`src/design/g2em_pkg.sv`:
```
// Shared constants for the 2x2 gradient edge magnitude block.
`default_nettype none
package g2em_pkg;

   // Field and register widths.
   localparam int PIXEL_W = 8;
   localparam int DIM_W   = 13;
   localparam int ROW_W   = 12;

   // Line store depth default and the fixed frame height limit.
   localparam int MAX_WIDTH_DEFAULT = 4096;
   localparam int MAX_HEIGHT        = 4096;

   // Sum of squares and root widths (sum of squares stays below 2**20).
   localparam int SQ_W   = 20;
   localparam int ROOT_W = SQ_W / 2;
   localparam int GRAD_W = PIXEL_W + 3;
   localparam int PROD_W = 2 * GRAD_W;

   // Output saturation limit.
   localparam logic [PIXEL_W-1:0] SAT_LIMIT = 8'd255;

   // Register reset values.
   localparam logic [DIM_W-1:0] WIDTH_RESET  = 13'd640;
   localparam logic [DIM_W-1:0] HEIGHT_RESET = 13'd480;

   // Register indexes.
   localparam logic CSR_IMAGE_WIDTH  = 1'b0;
   localparam logic CSR_IMAGE_HEIGHT = 1'b1;

endpackage
`default_nettype wire

```
`src/design/g2em_isqrt.sv`:
```
// Iterative floor integer square root, one result bit per cycle.
`default_nettype none
module g2em_isqrt (
   input  wire logic                      clock,
   input  wire logic                      reset,
   input  wire logic                      start,
   input  wire logic [g2em_pkg::SQ_W-1:0] operand,
   output logic                           done,
   output logic [g2em_pkg::ROOT_W-1:0]    root
);
   import g2em_pkg::*;

   logic [SQ_W-1:0] rem_ff, rem_in;
   logic [SQ_W-1:0] root_ff, root_in;
   logic [SQ_W-1:0] bit_ff, bit_in;
   logic            busy_ff, busy_in;
   logic            done_ff, done_in;
   logic [SQ_W:0]   trial;

   // One step of the digit-by-digit root: try subtracting root plus the current bit.
   always_comb begin
      trial   = {1'b0, root_ff} + {1'b0, bit_ff};
      rem_in  = rem_ff;
      root_in = root_ff;
      bit_in  = bit_ff;
      busy_in = busy_ff;
      done_in = done_ff;
      if (start) begin
         rem_in  = operand;
         root_in = '0;
         bit_in  = {2'b01, {(SQ_W-2){1'b0}}};
         busy_in = 1'b1;
         done_in = 1'b0;
      end else if (busy_ff) begin
         if ({1'b0, rem_ff} >= trial) begin
            rem_in  = rem_ff - trial[SQ_W-1:0];
            root_in = (root_ff >> 1) + bit_ff;
         end else begin
            root_in = root_ff >> 1;
         end
         bit_in = bit_ff >> 2;
         // The lowest bit position is the final step.
         if (bit_ff[0]) begin
            busy_in = 1'b0;
            done_in = 1'b1;
         end
      end
   end

   // Control registers.
   always_ff @(posedge clock) begin
      if (reset) begin
         busy_ff <= 1'b0;
         done_ff <= 1'b0;
      end else begin
         busy_ff <= busy_in;
         done_ff <= done_in;
      end
   end

   // Datapath registers.
   always_ff @(posedge clock) begin
      rem_ff  <= rem_in;
      root_ff <= root_in;
      bit_ff  <= bit_in;
   end

   assign done = done_ff;
   assign root = root_ff[ROOT_W-1:0];

endmodule
`default_nettype wire

```
`config.mk`:
```
export PLATFORM = sky130hd
export DESIGN_NAME = g2em_isqrt
export DESIGN_NICKNAME = d
export VERILOG_FILES = /design/src/design/g2em_pkg.sv /design/src/design/g2em_isqrt.sv
export SDC_FILE = /design/constraint.sdc
export NUM_CORES = 1
export LEC_CHECK = 0
export BUFFER_PORTS_ARGS = -buffer_cell sky130_fd_sc_hd__buf_2
export CORE_MARGIN = 2
export CORE_UTILIZATION = 45
export CTS_CLUSTER_SIZE = 10
export DETAILED_ROUTE_END_ITERATION = 6
export GPL_TIMING_DRIVEN = 0
export PLACE_DENSITY = 0.7
export SYNTH_ARGS = -nofsm -noshare
export SYNTH_HDL_FRONTEND = slang
export SYNTH_SLANG_ARGS = --single-unit
```
`constraint.sdc`:
```
create_clock -name clock -period 9.05 [get_ports clock]
set_input_delay 0.4525 -clock clock [delete_from_list [all_inputs] [get_ports clock]]
set_output_delay 0.4525 -clock clock [all_outputs]
set_load 0.02 [all_outputs]
```
## After elaboration in Yosys (flattened, before gate mapping)

Index checks and enable logic that the tools add are counted.

- Magnitude comparators: 1
- Add/sub/neg operators: 3
- Mux-type cells: 7
- Reduce and logical (&&, ||, !) cells: 5

Operators with widths:

| operator | number |
|---|---|
| two-way mux 20 bit | 4 |
| adder 20 x 19 -> 21 bit | 1 |
| >= comparator 20 x 21 -> 1 bit | 1 |
| adder 19 x 19 -> 20 bit | 1 |
| subtractor 20 bit | 1 |
| AND reduction 2 bit | 2 |
| nonzero test 2 bit | 2 |
| two-way mux 1 bit | 3 |
| OR reduction 2 bit | 1 |

- Flip-flop bits (word level): 52
- Word-level logic and storage cells: 21
- Bits of input ports: 23
- Output and inout bits: 11

## Longest topological paths before layout

Gate-level depths: netlist (run 1).

- Word-level depth: 5
- Depth in mapped cells: 21

## Worst setup path before layout (run 1)

No wires, ideal clock.

- Kind: register -> register
- From: reg bit_ff[0]
- To: reg rem_ff[0] (enable)
- Cell stages (with the launch flop): 21
- Arrival time: 5155 ps
- Path slack: 3470 ps
- Cell sequence: dfxtp_1 > ha_1 > ha_1 > a21o_1 > a31o_2 > a31oi_1 > o21ai_0 > and3_1 > o21ai_0 > xor2_1 > ha_1 > buf_2 > and3_1 > nand3_2 > a211o_1 > a31oi_2 > o22ai_2 > or2_1 > buf_6 > buf_6 > o21ai_0

- Cells in the longest elaborated chain, start to end: 4

Ends and longest elaborated chain:

| element | line | text |
|---|---|---|
| from (decl) | g2em_isqrt.sv:15 | `logic [SQ_W-1:0] bit_ff, bit_in;` |
| from (signal assigned) | g2em_isqrt.sv:65 | `bit_ff <= bit_in;` |
| adder 20 x 19 -> 21 bit | g2em_isqrt.sv:22 | `trial = {1'b0, root_ff} + {1'b0, bit_ff};` |
| >= comparator 20 x 21 -> 1 bit | g2em_isqrt.sv:35 | `if ({1'b0, rem_ff} >= trial) begin` |
| nonzero test 2 bit (no source line) | - |  |
| AND reduction 2 bit (no source line) | - |  |
| to (signal assigned) | g2em_isqrt.sv:63 | `rem_ff <= rem_in;` |
| to (decl) | g2em_isqrt.sv:13 | `logic [SQ_W-1:0] rem_ff, rem_in;` |

No other way between the ends.
A chain may end at the register's enable or synchronous reset.

## Worst setup path in the final report (run 1)

- From: reg bit_ff[0]
- To: reg rem_ff[11] (enable)

Same word-level chain as after synthesis.

==> results.md, run 1 <==
* DRT iter0 DRCs at 255
* Max Buffers Root-to-Sink at 2
* Post_cts resized at 0
* Setup Skew at 7.58 ps
* Multi-input combinational cell area at 2850 um^2
* Clock root buffer: clkbuf_8
* Final WL at 11.1 mm
* CP endpoint kind: register
* Overall power at around 0.0013 W
* Static Leak at 1.92 nW
* Sequential cell area fraction in the yosys report at 28.5%
* Ys Warns at 0
* CP Max Fanout at 15
* Remaining global-route overflow at 0
* Hold Violations, Final at 0
* Avg Cell Area, Syn at 8.47 um^2
* Die Ht at roughly 100 um
* Post-DR vias/cell at 5.80
* RSZ-0062 raised after global routing: no
* CP Launch Type: register
* Final setup violation count at 0
* Cts hold-fix bufs at 0
* Worst-margin pin slew at 693 ps
* Final worst setup slack at roughly 3900 ps
* Share of cells above drive strength 1 at 13.9%
* MaxCap Viol Count at 0
* Initial antenna violation count at 0
* Post-CTS Setup Inserts at 0
* Post-DP HPWL at 8.44 mm
* Post-synthesis cell type count at 57
* Critical Path RT at between 9000 and 10000 ps
* Crit Path Class: register to register
* Pins Over Slew Limit at 0
* Fin area at about 4800 um^2
* Power per cell area at approximately 260 nW/um^2
* Vias in the first global route at around 3700
* CTS tree: yes
* Clk Latency, worst-skew pair at 320 ps
* Final TNS setup at 0 ps
* Relative slew slack at 53.8%
* First-pass DRT Iterations at 4
* Outcome: completed
* Number of top-level pins at 34
* Worst R2R End: rem_ff[11]$_DFFE_PP_
* Fin crit share at 57.0%
* GPL Wtd Cong at approximately 0.88
* Cells after Synth at a little over 500
* # nets final at 620
* Primary FF master, synth: dfxtp_1
* Max Fclk at 0.194 GHz
* Synth async-reset ratio at 0%
* Cts bufs inserted at 5
* Reg clk slew, reported paths at 110 ps
* Post-Syn Nets at a little under 600
* Layout area overhead at 10.3%
* Port Buffers at 32
* Core area at between 9000 and 10000 um^2
* Pin count of the biggest net entering global routing at 17
* Crit path arrival time at 5190 ps
* WHS Endpoint: busy_ff$_SDFF_PP0_
* Minimum clock period at 5160 ps
* Initial core utilization at a little under half
* Final antenna-violating net count at 0
* Sink Count at 52
* Met2 wire length at around 5 mm
* Ant. Diodes at 0
* Min-delay src: reset
* Max VDD drop at 0.104 mV
* Syn Std Cell Area at approximately 4400 um^2
* Total GRT Usage at a little over a fifth
* H-tree level count at 2
* Worst hold path depth at 2
* Min Hold Slack at 308 ps
* Placed cell area at around 4700 um^2
* Filler instances at 885
* Met3 wire len at 521 um
* # rows at 35
* R2R Setup Slk at 3890 ps
* Post-route DRC violation count at 0
* Post-synth EDFFs at 20
* Chip width at 102 um
* Worst Reg-to-Reg Cells at 21
* Yosys reg bits at 52
* Met1 wire length at 5.23 mm
* Die ar. at ~10000 um^2
* Worst hold path class: input pin to register
* Top sig layer: met4
* Reg2reg start: bit_ff[0]$_SDFFE_PP0P_
* Drt wl/cell at between 15 and 20 um
* Via count at 3964
* First-pass GRT wire length at 18.0 mm
* Setup slack at placement at between 3000 and 4000 ps
* Register Area at 1240 um^2
[report_power, final]
part	internal [W]	total, W	leakage, nW	switching [W]
Combinational	0.000311	0.000745	1.40	0.000433
Clock	0.0000728	0.000160	0.0540	0.0000875
Sequential	0.000314	0.000350	0.463	0.0000366
[final cells by class]
type	instances	share of cell area (%)
multi-input cells	411	59.4
flip-flops and latches	52	25.9
plain buffers	38	4.46
repair buffers	33	3.65
well taps	129	3.36
clock buffers	7	2.03
inverters	13	1.02
clock inverters	1	0.182
[cells in the final DEF, fill, tap and decap left out, types with 6 or more instances in the layout]
master | netlist | routed
clkbuf_1 | 16 | 17
nand2_1 | 51 | 51
nand3_1 | 8 | 8
ha_1 | 42 | 42
nor2_1 | 50 | 50
a21o_1 | 11 | 11
o21ai_0 | 32 | 31
a211oi_1 | 14 | 14
nand4_1 | 6 | 6
nor3_1 | 23 | 23
a31oi_1 | 17 | 17
buf_4 | 14 | 14
xor2_1 | 20 | 20
edfxtp_1 | 20 | 20
o21bai_1 | 7 | 7
inv_1 | 13 | 13
a21oi_1 | 25 | 25
mux2i_1 | 14 | 14
xnor2_1 | 22 | 22
dfxtp_1 | 32 | 32
buf_2 | 3 | 35
[cells in the mapped netlist (all sizes together) (3+ instances only)]
cell type	instances	area, um^2
a2111oi	5	65.1
a211o	4	35.0
a211oi	14	105
a21o	11	82.6
a21oi	25	125
a311oi	3	26.3
a31oi	18	119
and3	4	25.0
buf	22	154
clkbuf	16	60.1
dfxtp	32	641
edfxtp	20	601
ha	42	526
inv	13	48.8
mux2	3	33.8
mux2i	14	140
nand2	51	191
nand2b	4	25.0
nand3	9	50.1
nand4	6	37.5
nor2	51	199
nor2b	5	31.3
nor3	23	115
o211ai	5	37.5
o21ai	33	165
o21bai	7	52.6
o311ai	3	26.3
o31ai	5	37.5
xnor2	22	193
xor2	20	175
[metal layers]
metal  up-vias  global-route usage (%)
li1       1966                       -
met1      1868                    29.1
met2       107                    35.7
met3        23                    3.69
met4         0                    8.51
met5         -                       0
[worst max-delay path, stage by stage (launching register included)]
cell     delay, ps
dfxtp_1        380
ha_1           210
ha_1           210
a21o_1         200
a31o_2         260
a31oi_1        290
o21ai_0        230
and3_1         230
o21ai_0        180
xor2_1         110
ha_1           270
buf_2          180
and3_1         240
nand3_2        110
a211o_1        280
a31oi_2        220
o22ai_2        150
or2_1          250
buf_6          140
buf_6          150
o21ai_2        340
buf_8          230
[cell families (layout without fill, tap and decap cells)]
kind of cell / count (synthesis) / after routing / synth area share [%]
muxes: 17 / 17 / 4.00
DFF: 52 / 52 / 28.5
buffers and inverters: 51 / 92 / 6.04
xor gates and xnor gates: 42 / 42 / 8.45
adders and majority gates: 43 / 43 / 12.5
AOI/OAI and AO/OA: 147 / 147 / 23.1
and+or+nand+nor: 162 / 162 / 17.4
[worst max path at each step]
stage                                        from              endpoint  slack [ps]
after floorplan            bit_ff[0]$_SDFFE_PP0P_   rem_ff[0]$_DFFE_PP_        3470
after global placement    root_ff[2]$_SDFFE_PP0P_  rem_ff[11]$_DFFE_PP_        2170
after detailed placement   bit_ff[0]$_SDFFE_PP0P_  rem_ff[12]$_DFFE_PP_        3960
after CTS                  bit_ff[0]$_SDFFE_PP0P_  rem_ff[12]$_DFFE_PP_        3930
after global routing      root_ff[2]$_SDFFE_PP0P_  rem_ff[12]$_DFFE_PP_        3530
final                      bit_ff[0]$_SDFFE_PP0P_  rem_ff[11]$_DFFE_PP_        3890
[metrics by stage]
stage / utilization, % / instances
finish: 51.5 / 684
CTS: 51.5 / 684
global placement: 50.1 / 675
floorplan: - / 514
global route: 51.5 / 684
detailed placement: 50.3 / 676
[registers in the layout, summed over array words and instances, names as in the netlist]
register,count
root_ff,20
bit_ff,10
rem_ff,20
busy_ff,1
done,1
(Power assumes the default switching activity.)
==> inputs of run 2 (changes only) <==
--- a/config.mk
+++ b/config.mk
@@ -5,13 +5,14 @@
 export SDC_FILE = /design/constraint.sdc
 export NUM_CORES = 1
 export LEC_CHECK = 0
+export ABC_AREA = 1
 export BUFFER_PORTS_ARGS = -buffer_cell sky130_fd_sc_hd__buf_2
 export CORE_MARGIN = 2
 export CORE_UTILIZATION = 45
 export CTS_CLUSTER_SIZE = 10
 export DETAILED_ROUTE_END_ITERATION = 6
 export GPL_TIMING_DRIVEN = 0
-export PLACE_DENSITY = 0.7
+export PLACE_DENSITY = 0.69
 export SYNTH_ARGS = -nofsm -noshare
 export SYNTH_HDL_FRONTEND = slang
 export SYNTH_SLANG_ARGS = --single-unit
==> constraint.sdc (replaced) <==
create_clock -name clock -period 5 [get_ports clock]
set_input_delay 0.25 -clock clock [delete_from_list [all_inputs] [get_ports clock]]
set_output_delay 0.25 -clock clock [all_outputs]
set_load 0.02 [all_outputs]
==> run 2 against run 1 <==
  * Synthesized cell count grew 50%
  * Non-clock buffer count shrank 5
  * Sequential cell count is the same
  * Cell area grew 14%
  * Register-to-register slack lost 3400 ps
  * Final cell count grew 39%
  * Worst hold slack lost 240 ps
  * Combinational power grew 69%
==> results.md, run 2 <==
* GPL Wtd Cong at 0.973 (+11%)
* Dominant cells by area after synthesis: nand2_1, dfxtp_1, edfxtp_1, ha_1, nand3_1
* Worst-margin pin slew at 744 ps (+51.2 ps)
* Post-synthesis cell type count at 41 (-28%)
* Cts bufs inserted at 5 (unchanged)
* Syn Std Cell Area at 5050 um^2 (+16%)
* Relative slew slack at 50.4% (-3.4 points)
* Filler instances at 1103 (+25%)
* Post-synth top area cell: nand2_1
* Minimum clock period at 4500 ps (-660 ps)
* Drt wl/cell at 14.4 um (-11%)
* Yosys reg bits at 52 (unchanged)
* Port Buffers at 32 (unchanged)
* Post_cts resized at 0 (unchanged)
* Avg Cell Area, Syn at 6.55 um^2 (-23%)
* CP Launch Type: register
* Crit Path Class: register to register
* MaxCap Viol Count at 0 (unchanged)
* Ant. Diodes at 0 (unchanged)
* Power per cell area at 388 nW/um^2 (+48%)
* Crit path arrival time at 4550 ps (-640 ps)
* Sink Count at 52 (unchanged)
* Max Buffers Root-to-Sink at 2 (unchanged)
* First-pass GRT wire length at 22.5 mm (+25%)
* Dpl cells at 943 (+39%)
* Most common cell in the netlist: nand2_1
* Chip width at 110 um (+7.4%)
* Post-synth EDFFs at 20 (unchanged)
* Pins Over Slew Limit at 0 (unchanged)
* Commonest cells after routing, fill and taps aside: nand2_1, inv_1, nand3_1
* Synth async-reset ratio at 0% (unchanged)
* Outcome: completed
* Reg clk slew, reported paths at 100 ps (about the same)
* Critical Path RT at 5050 ps (-4030 ps)
* Min Hold Slack at 68.7 ps (-239 ps)
* Cts hold-fix bufs at 0 (unchanged)
* Fin crit share at 90.0% (+33 points)
* Final antenna-violating net count at 0 (unchanged)
* Pin count of the biggest net entering global routing at 18 (+1)
* Post-DP HPWL at 11.1 mm (+32%)
* Primary FF master, synth: dfxtp_1
* Biggest regs: rem_ff (20), root_ff (20), bit_ff (10)
* Yosys top cell area share at 16.1% (+1.4 points)
* Critical path's slowest cell: o21ai_2
* # nets final at 876 (+41%)
* Core area at 10900 um^2 (+17%)
* Clk Latency, worst-skew pair at 330 ps (about the same)
* Post-CTS Setup Inserts at 0 (unchanged)
* Cell family with most CP delay: compound AO/OA/AOI/OAI gates
* Setup Skew at 9.67 ps (+2.09 ps)
* Max VDD drop at 0.208 mV (+100%)
* Commonest non-fill, non-tap cell in the layout: nand2_1
* Clock root buffer: clkbuf_8
* Initial antenna violation count at 0 (unchanged)
* Cells after Synth at 770 (+50%)
* Static Leak at 2.63 nW (+37%)
* DRT iter0 DRCs at 396 (+55%)
* Layout area overhead at 8.83%
* Remaining global-route overflow at 0 (unchanged)
* Total GRT Usage at 23.8% (+1.9 points)
* Most common cell on crit path: nand2_1
* Overall power at 0.00213 W (+70%)
* Post-route DRC violation count at 0 (unchanged)
* CP endpoint kind: register
* Initial core utilization at 46.3% (-0.32 points)
* # rows at 38 (+8.6%)
* Via count at 5060 (+28%)
* Ys Warns at 0 (unchanged)
* H-tree level count at 2 (unchanged)
* Vias in the first global route at 4677 (+27%)
* Post-route insts no fill at 951 (+39%)
* CTS tree: yes
* Post-Syn Nets at 836 (+44%)
* Die Ht at 110 um (+7.4%)
* Share of cells above drive strength 1 at 12.8% (-1.1 points)
* Final WL at 13.7 mm (+23%)
* CP Max Fanout at 12 (-3)
* Final setup violation count at 0 (unchanged)
* Worst-path cell chain: ha_1 -> nand3_1 -> nand2_1 -> a21oi_1 -> o21ai_1 -> a21oi_1 -> o21bai_1 -> xor2_1 -> ha_1 -> nand2_1 -> inv_2 -> nand3_1 -> nor2_1 -> nand2_1 -> o21bai_2 -> nor2_1 -> nand2_4 -> nand2_4 -> buf_6 -> o21ai_2 -> buf_8
* Peak per-stage delay on the critical path at 510 ps (+130 ps)
* Sequential cell area fraction in the yosys report at 24.6% (-3.9 points)
* Max Fclk at 0.222 GHz (+15%)
* Worst hold path class: input pin to register
* RSZ-0062 raised after global routing: no
* Post-DR vias/cell at 5.32 (-8.2%)
* Die ar. at 12100 um^2 (+15%)
* Crit path buf inv count at 3 (-1)
* First-pass DRT Iterations at 5 (+1)
* Number of top-level pins at 34 (unchanged)
* Hold Violations, Final at 0 (unchanged)
* Synth top cells by count: nand2_1, inv_1, nand3_1
run 2: cell count changes in the layout (fill, tap and decap cells not counted), sizes merged, moves of 16 or more:
cell | before | now
a21oi | 25 | 57
inv | 14 | 88
nand2 | 51 | 228
nand3 | 9 | 74
nor3 | 23 | 6
o21ai | 33 | 49
run 2: worst paths after layout:
kind                           startpoint                       to  slack (ps)  cells after the start
setup reg to reg  root_ff[2]$_SDFFE_PP0P_      rem_ff[6]$_DFFE_PP_         500                     21
hold reg to reg   bit_ff[18]$_SDFFE_PP1P_  bit_ff[16]$_SDFFE_PP0P_         510                      2
setup / recovery  root_ff[2]$_SDFFE_PP0P_      rem_ff[6]$_DFFE_PP_         500                     21
hold / removal                      reset       busy_ff$_SDFF_PP0_          70                      2
run 2: kinds of logic after synthesis:
| group | share of synthesized area (%) |
|---|---|
| buffers and inverters | 10.3 |
| AND/OR/NAND/NOR | 35.3 |
| AO/OA/AOI/OAI | 13.7 |
| adder cells (fa/ha/maj) | 10.8 |
| XOR/XNOR | 5.38 |
| flip-flops | 24.6 |
run 2: area by class of cell:
class                      instances  area, um^2  area share [%]
multi-input combinational        597        3290            59.9
sequential                        52        1240            22.6
inverter                          88         330            6.02
buffer                            33         188            3.42
timing repair buffer              33         175            3.19
tap                              140         175            3.19
clock buffer                       5        68.8            1.25
clock inverter                     3        22.5           0.410
run 2: power by group:
part           internal [W]  total (W)  switching, W
sequential         0.000546   0.000609     0.0000633
clock              0.000101   0.000268      0.000167
combinational      0.000461    0.00126      0.000795
total               0.00111    0.00213       0.00102
run 2: worst reg2reg max path, cell delays in order (launching register included):
cell,delay [ps]
dfxtp_1,500
ha_1,320
nand3_1,100
nand2_1,130
a21oi_1,250
o21ai_1,160
a21oi_1,270
o21bai_1,130
xor2_1,170
ha_1,360
nand2_1,130
inv_2,80
nand3_1,60
nor2_1,130
nand2_1,80
o21bai_2,110
nor2_1,80
nand2_4,110
nand2_4,110
buf_6,190
o21ai_2,510
buf_8,240
run 2: per-stage QoR:
step | cell area, um^2 | setup WS, ps | setup TNS, ps | util [%]
floorplan | 5050 | 319 | 0 | -
global placement | 5380 | -1120 | -22440 | 49.4
CTS | 5490 | 488 | 0 | 50.4
global route | 5490 | 96.1 | 0 | 50.4
finish | 5490 | 502 | 0 | 50.4
detailed placement | 5400 | 534 | 0 | 49.6
run 2: layer usage:
metal	routed length, um	GRT usage (%)
met1	6800	34.5
met2	6010	36.8
met3	658	3.44
met4	228	6.06
met5	0	0
==> inputs of run 3 (changes only) <==
--- a/config.mk
+++ b/config.mk
@@ -8,11 +8,11 @@
 export ABC_AREA = 1
 export BUFFER_PORTS_ARGS = -buffer_cell sky130_fd_sc_hd__buf_2
 export CORE_MARGIN = 2
-export CORE_UTILIZATION = 45
+export CORE_UTILIZATION = 30
 export CTS_CLUSTER_SIZE = 10
 export DETAILED_ROUTE_END_ITERATION = 6
 export GPL_TIMING_DRIVEN = 0
-export PLACE_DENSITY = 0.69
+export PLACE_DENSITY = 0.52
 export SYNTH_ARGS = -nofsm -noshare
 export SYNTH_HDL_FRONTEND = slang
 export SYNTH_SLANG_ARGS = --single-unit
==> run 3 against run 2 <==
  * Largest power group unchanged
  * Largest cell class unchanged
  * Highest routed layer unchanged
  * Wire length up 8.1%
  * Combinational power is essentially flat
  * Register-to-register slack worse by 60 ps
  * Worst hold slack improved by 37 ps
  * Clock power is 49% higher
  * Maximum frequency is 1.4% lower
  * Non-clock buffer count stayed put
==> results.md, run 3 (synthesis gave the netlist of run 2 again) <==
* Initial antenna violation count at 0 (unchanged)
* Clk Latency, worst-skew pair at 300 ps (-30 ps)
* R2R Setup Slk at 440 ps (-60 ps)
* Clock share of power at 17.6% (+5.0 points)
* Overall power at 0.00228 W (+6.7%)
* Setup Skew at 8.16 ps (-1.50 ps)
* Remaining global-route overflow at 0 (unchanged)
* # nets final at 876 (unchanged)
* Worst Reg-to-Reg Cells at 21 (unchanged)
* Commonest cells after routing, fill and taps aside: nand2_1, inv_1, nand3_1
* Met1 wire length at 7.80 mm (+15%)
* CP Max Fanout at 12 (unchanged)
* Worst-path cell chain: ha_1 -> nand3_1 -> nand2_1 -> a21oi_1 -> o21ai_1 -> a21oi_1 -> o21bai_1 -> xor2_1 -> ha_1 -> nand2_1 -> inv_2 -> nand2_2 -> nor2_4 -> nand4_2 -> nand3_2 -> nand2_2 -> nand2_4 -> nand2_4 -> buf_6 -> o21ai_2 -> buf_8
* Final antenna-violating net count at 0 (unchanged)
* First-pass DRT Iterations at 5 (unchanged)
* Peak per-stage delay on the critical path at 530 ps (+20 ps)
* P_sw at 0.00104 W (+1.2%)
* GPL Wtd Cong at 0.858 (-12%)
* Outcome: completed
* Die ar. at 17900 um^2 (+48%)
* CP Launch Type: register
* Sink Count at 52 (unchanged)
* Worst hold path class: input pin to register
* Crit path arrival time at 4570 ps (+20 ps)
* CP Depth at 21 (unchanged)
* Post-route DRC violation count at 0 (unchanged)
* Reg clk slew, reported paths at 70 ps (-30 ps)
* MaxCap Viol Count at 0 (unchanged)
* Pin count of the biggest net entering global routing at 17 (-1)
* Post-DR vias/cell at 4.76 (-10%)
* Top sig layer: met4
* Cts hold-fix bufs at 0 (unchanged)
* Filler instances at 1839 (+67%)
* Clock root buffer: clkbuf_16
* Chip width at 134 um (+22%)
* Die Ht at 134 um (+22%)
* Static Leak at 2.66 nW (+1.4%)
* Reg2reg start: root_ff[2]$_SDFFE_PP0P_
* Part of the power in registers at 26.9% (-1.7 points)
* Max Fclk at 0.219 GHz (-1.4%)
* Drt wl/cell at 14.4 um (-0.24%)
* Post_cts resized at 0 (unchanged)
* Initial core utilization at 30.5% (-16 points)
* Layout area overhead at 12.4%
* Ant. Diodes at 0 (unchanged)
* Final WL at 14.8 mm (+8.1%)
* Port Buffers at 32 (unchanged)
* Register Area at 1240 um^2 (unchanged)
* Setup crit start: root_ff[2]$_SDFFE_PP0P_
* Pins Over Slew Limit at 0 (unchanged)
* Final setup violation count at 0 (unchanged)
* Post-CTS Setup Inserts at 0 (unchanged)
* Met3 wire len at 420 um (-36%)
* Min Hold Slack at 105 ps (+36.7 ps)
* Fin crit share at 91.3% (+1.3 points)
* H-tree level count at 2 (unchanged)
* Critical path's slowest cell: o21ai_2
* Minimum clock period at 4560 ps (+64.1 ps)
* Max VDD drop at 0.131 mV (-37%)
* Worst Setup EP: rem_ff[10]$_DFFE_PP_
* Relative slew slack at 42.9% (-7.4 points)
* Crit Path Class: register to register
* Switching Fraction at 45.5% (-2.5 points)
* Crit path buf inv count at 3 (unchanged)
* # rows at 47 (+24%)
* Cell family with most CP delay: compound AO/OA/AOI/OAI gates
* Share of cells above drive strength 1 at 12.8% (unchanged)
* Total GRT Usage at 16.9% (-6.9 points)
* Cts bufs inserted at 5 (unchanged)
* Core area at 16500 um^2 (+52%)
* Biggest regs: rem_ff (20), root_ff (20), bit_ff (10)
* Critical Path RT at 5010 ps (-40 ps)
* Vias in the first global route at 4641 (-0.77%)
* Int Power at 0.00124 W (+12%)
* Worst R2R End: rem_ff[10]$_DFFE_PP_
* Via count at 4910 (-3.0%)
* CTS tree: yes
* Multi-input combinational cell area at 3290 um^2 (unchanged)
* Worst-margin pin slew at 856 ps (+112 ps)
* Number of top-level pins at 34 (unchanged)
* Post-DP HPWL at 11.9 mm (+7.5%)
* Hold Violations, Final at 0 (unchanged)
* Met2 wire length at 6.49 mm (+8.0%)
* Logic pwr share at 55.5% (-3.4 points)
* CP endpoint kind: register
* Max Buffers Root-to-Sink at 2 (unchanged)
* RSZ-0062 raised after global routing: no
* First-pass GRT wire length at 24.1 mm (+7.2%)
* Power per cell area at 401 nW/um^2 (+3.3%)
* DRT iter0 DRCs at 334 (-16%)
* Commonest non-fill, non-tap cell in the layout: nand2_1
run 3: cell types whose count changed in the layout (fill, tap and decap cells not counted):
cell	before	now
inv_6	1	0
clkinv_2	1	0
clkbuf_8	5	1
clkbuf_16	0	6
run 3: area by class of cell:
cell class | instances | area share, %
multi-input combinational | 597 | 58.0
clock buffer | 7 | 2.89
clock inverter | 1 | 0.154
sequential | 52 | 21.9
buffer | 33 | 3.31
tap | 220 | 4.85
inverter | 88 | 5.82
timing repair buffer | 33 | 3.09
run 3: per-layer routing:
| layer | global-route usage, % | vias up |
|---|---|---|
| met5 | 0 | - |
| met4 | 2.90 | 0 |
| met2 | 26.8 | 79 |
| li1 | - | 2615 |
| met3 | 1.48 | 5 |
| met1 | 25.1 | 2211 |
run 3: how the worst min path moves through the flow:
stage | start | slack (ps) | depth (start not counted) | endpoint
6_report | reset | 110 | 2 | busy_ff$_SDFF_PP0_
5_1_grt | reset | 120 | 2 | busy_ff$_SDFF_PP0_
4_1_cts | reset | 100 | 2 | busy_ff$_SDFF_PP0_
3_5_place_dp | reset | 420 | 2 | busy_ff$_SDFF_PP0_
3_3_place_gp | reset | 420 | 2 | busy_ff$_SDFF_PP0_
2_1_floorplan | reset | 320 | 1 | busy_ff$_SDFF_PP0_
run 3: worst register-to-register path, stage by stage (launching register included):
cell and delay (ps):
dfxtp_1 490, ha_1 320, nand3_1 90, nand2_1 130
a21oi_1 250, o21ai_1 160, a21oi_1 300, o21bai_1 140
xor2_1 170, ha_1 360, nand2_1 110, inv_2 80
nand2_2 70, nor2_4 100, nand4_2 100, nand3_2 140
nand2_2 80, nand2_4 100, nand2_4 120, buf_6 190
o21ai_2 540, buf_8 250
run 3: power groups by stage:
stage	clock network [W]	logic (W)	registers, W
floorplan	0	0.000979	0.000596
detailed placement	0	0.00125	0.000622
global placement	0	0.00125	0.000626
global route	0.000431	0.00144	0.000623
CTS	0.000412	0.00126	0.000613
finish	0.000400	0.00126	0.000612
run 3: through the flow:
stage | worst slack [ps] | instances | util (%) | setup TNS, ps | area [um^2]
final | 437 | 1031 | 34.3 | 0 | 5670
after CTS | 421 | 1031 | 34.3 | 0 | 5670
after global placement | -1480 | 1022 | 33.2 | -29640 | 5480
after global routing | 97.1 | 1031 | 34.3 | 0 | 5670
after floorplan | 319 | 770 | - | 0 | 5050
after detailed placement | 453 | 1023 | 33.3 | 0 | 5500
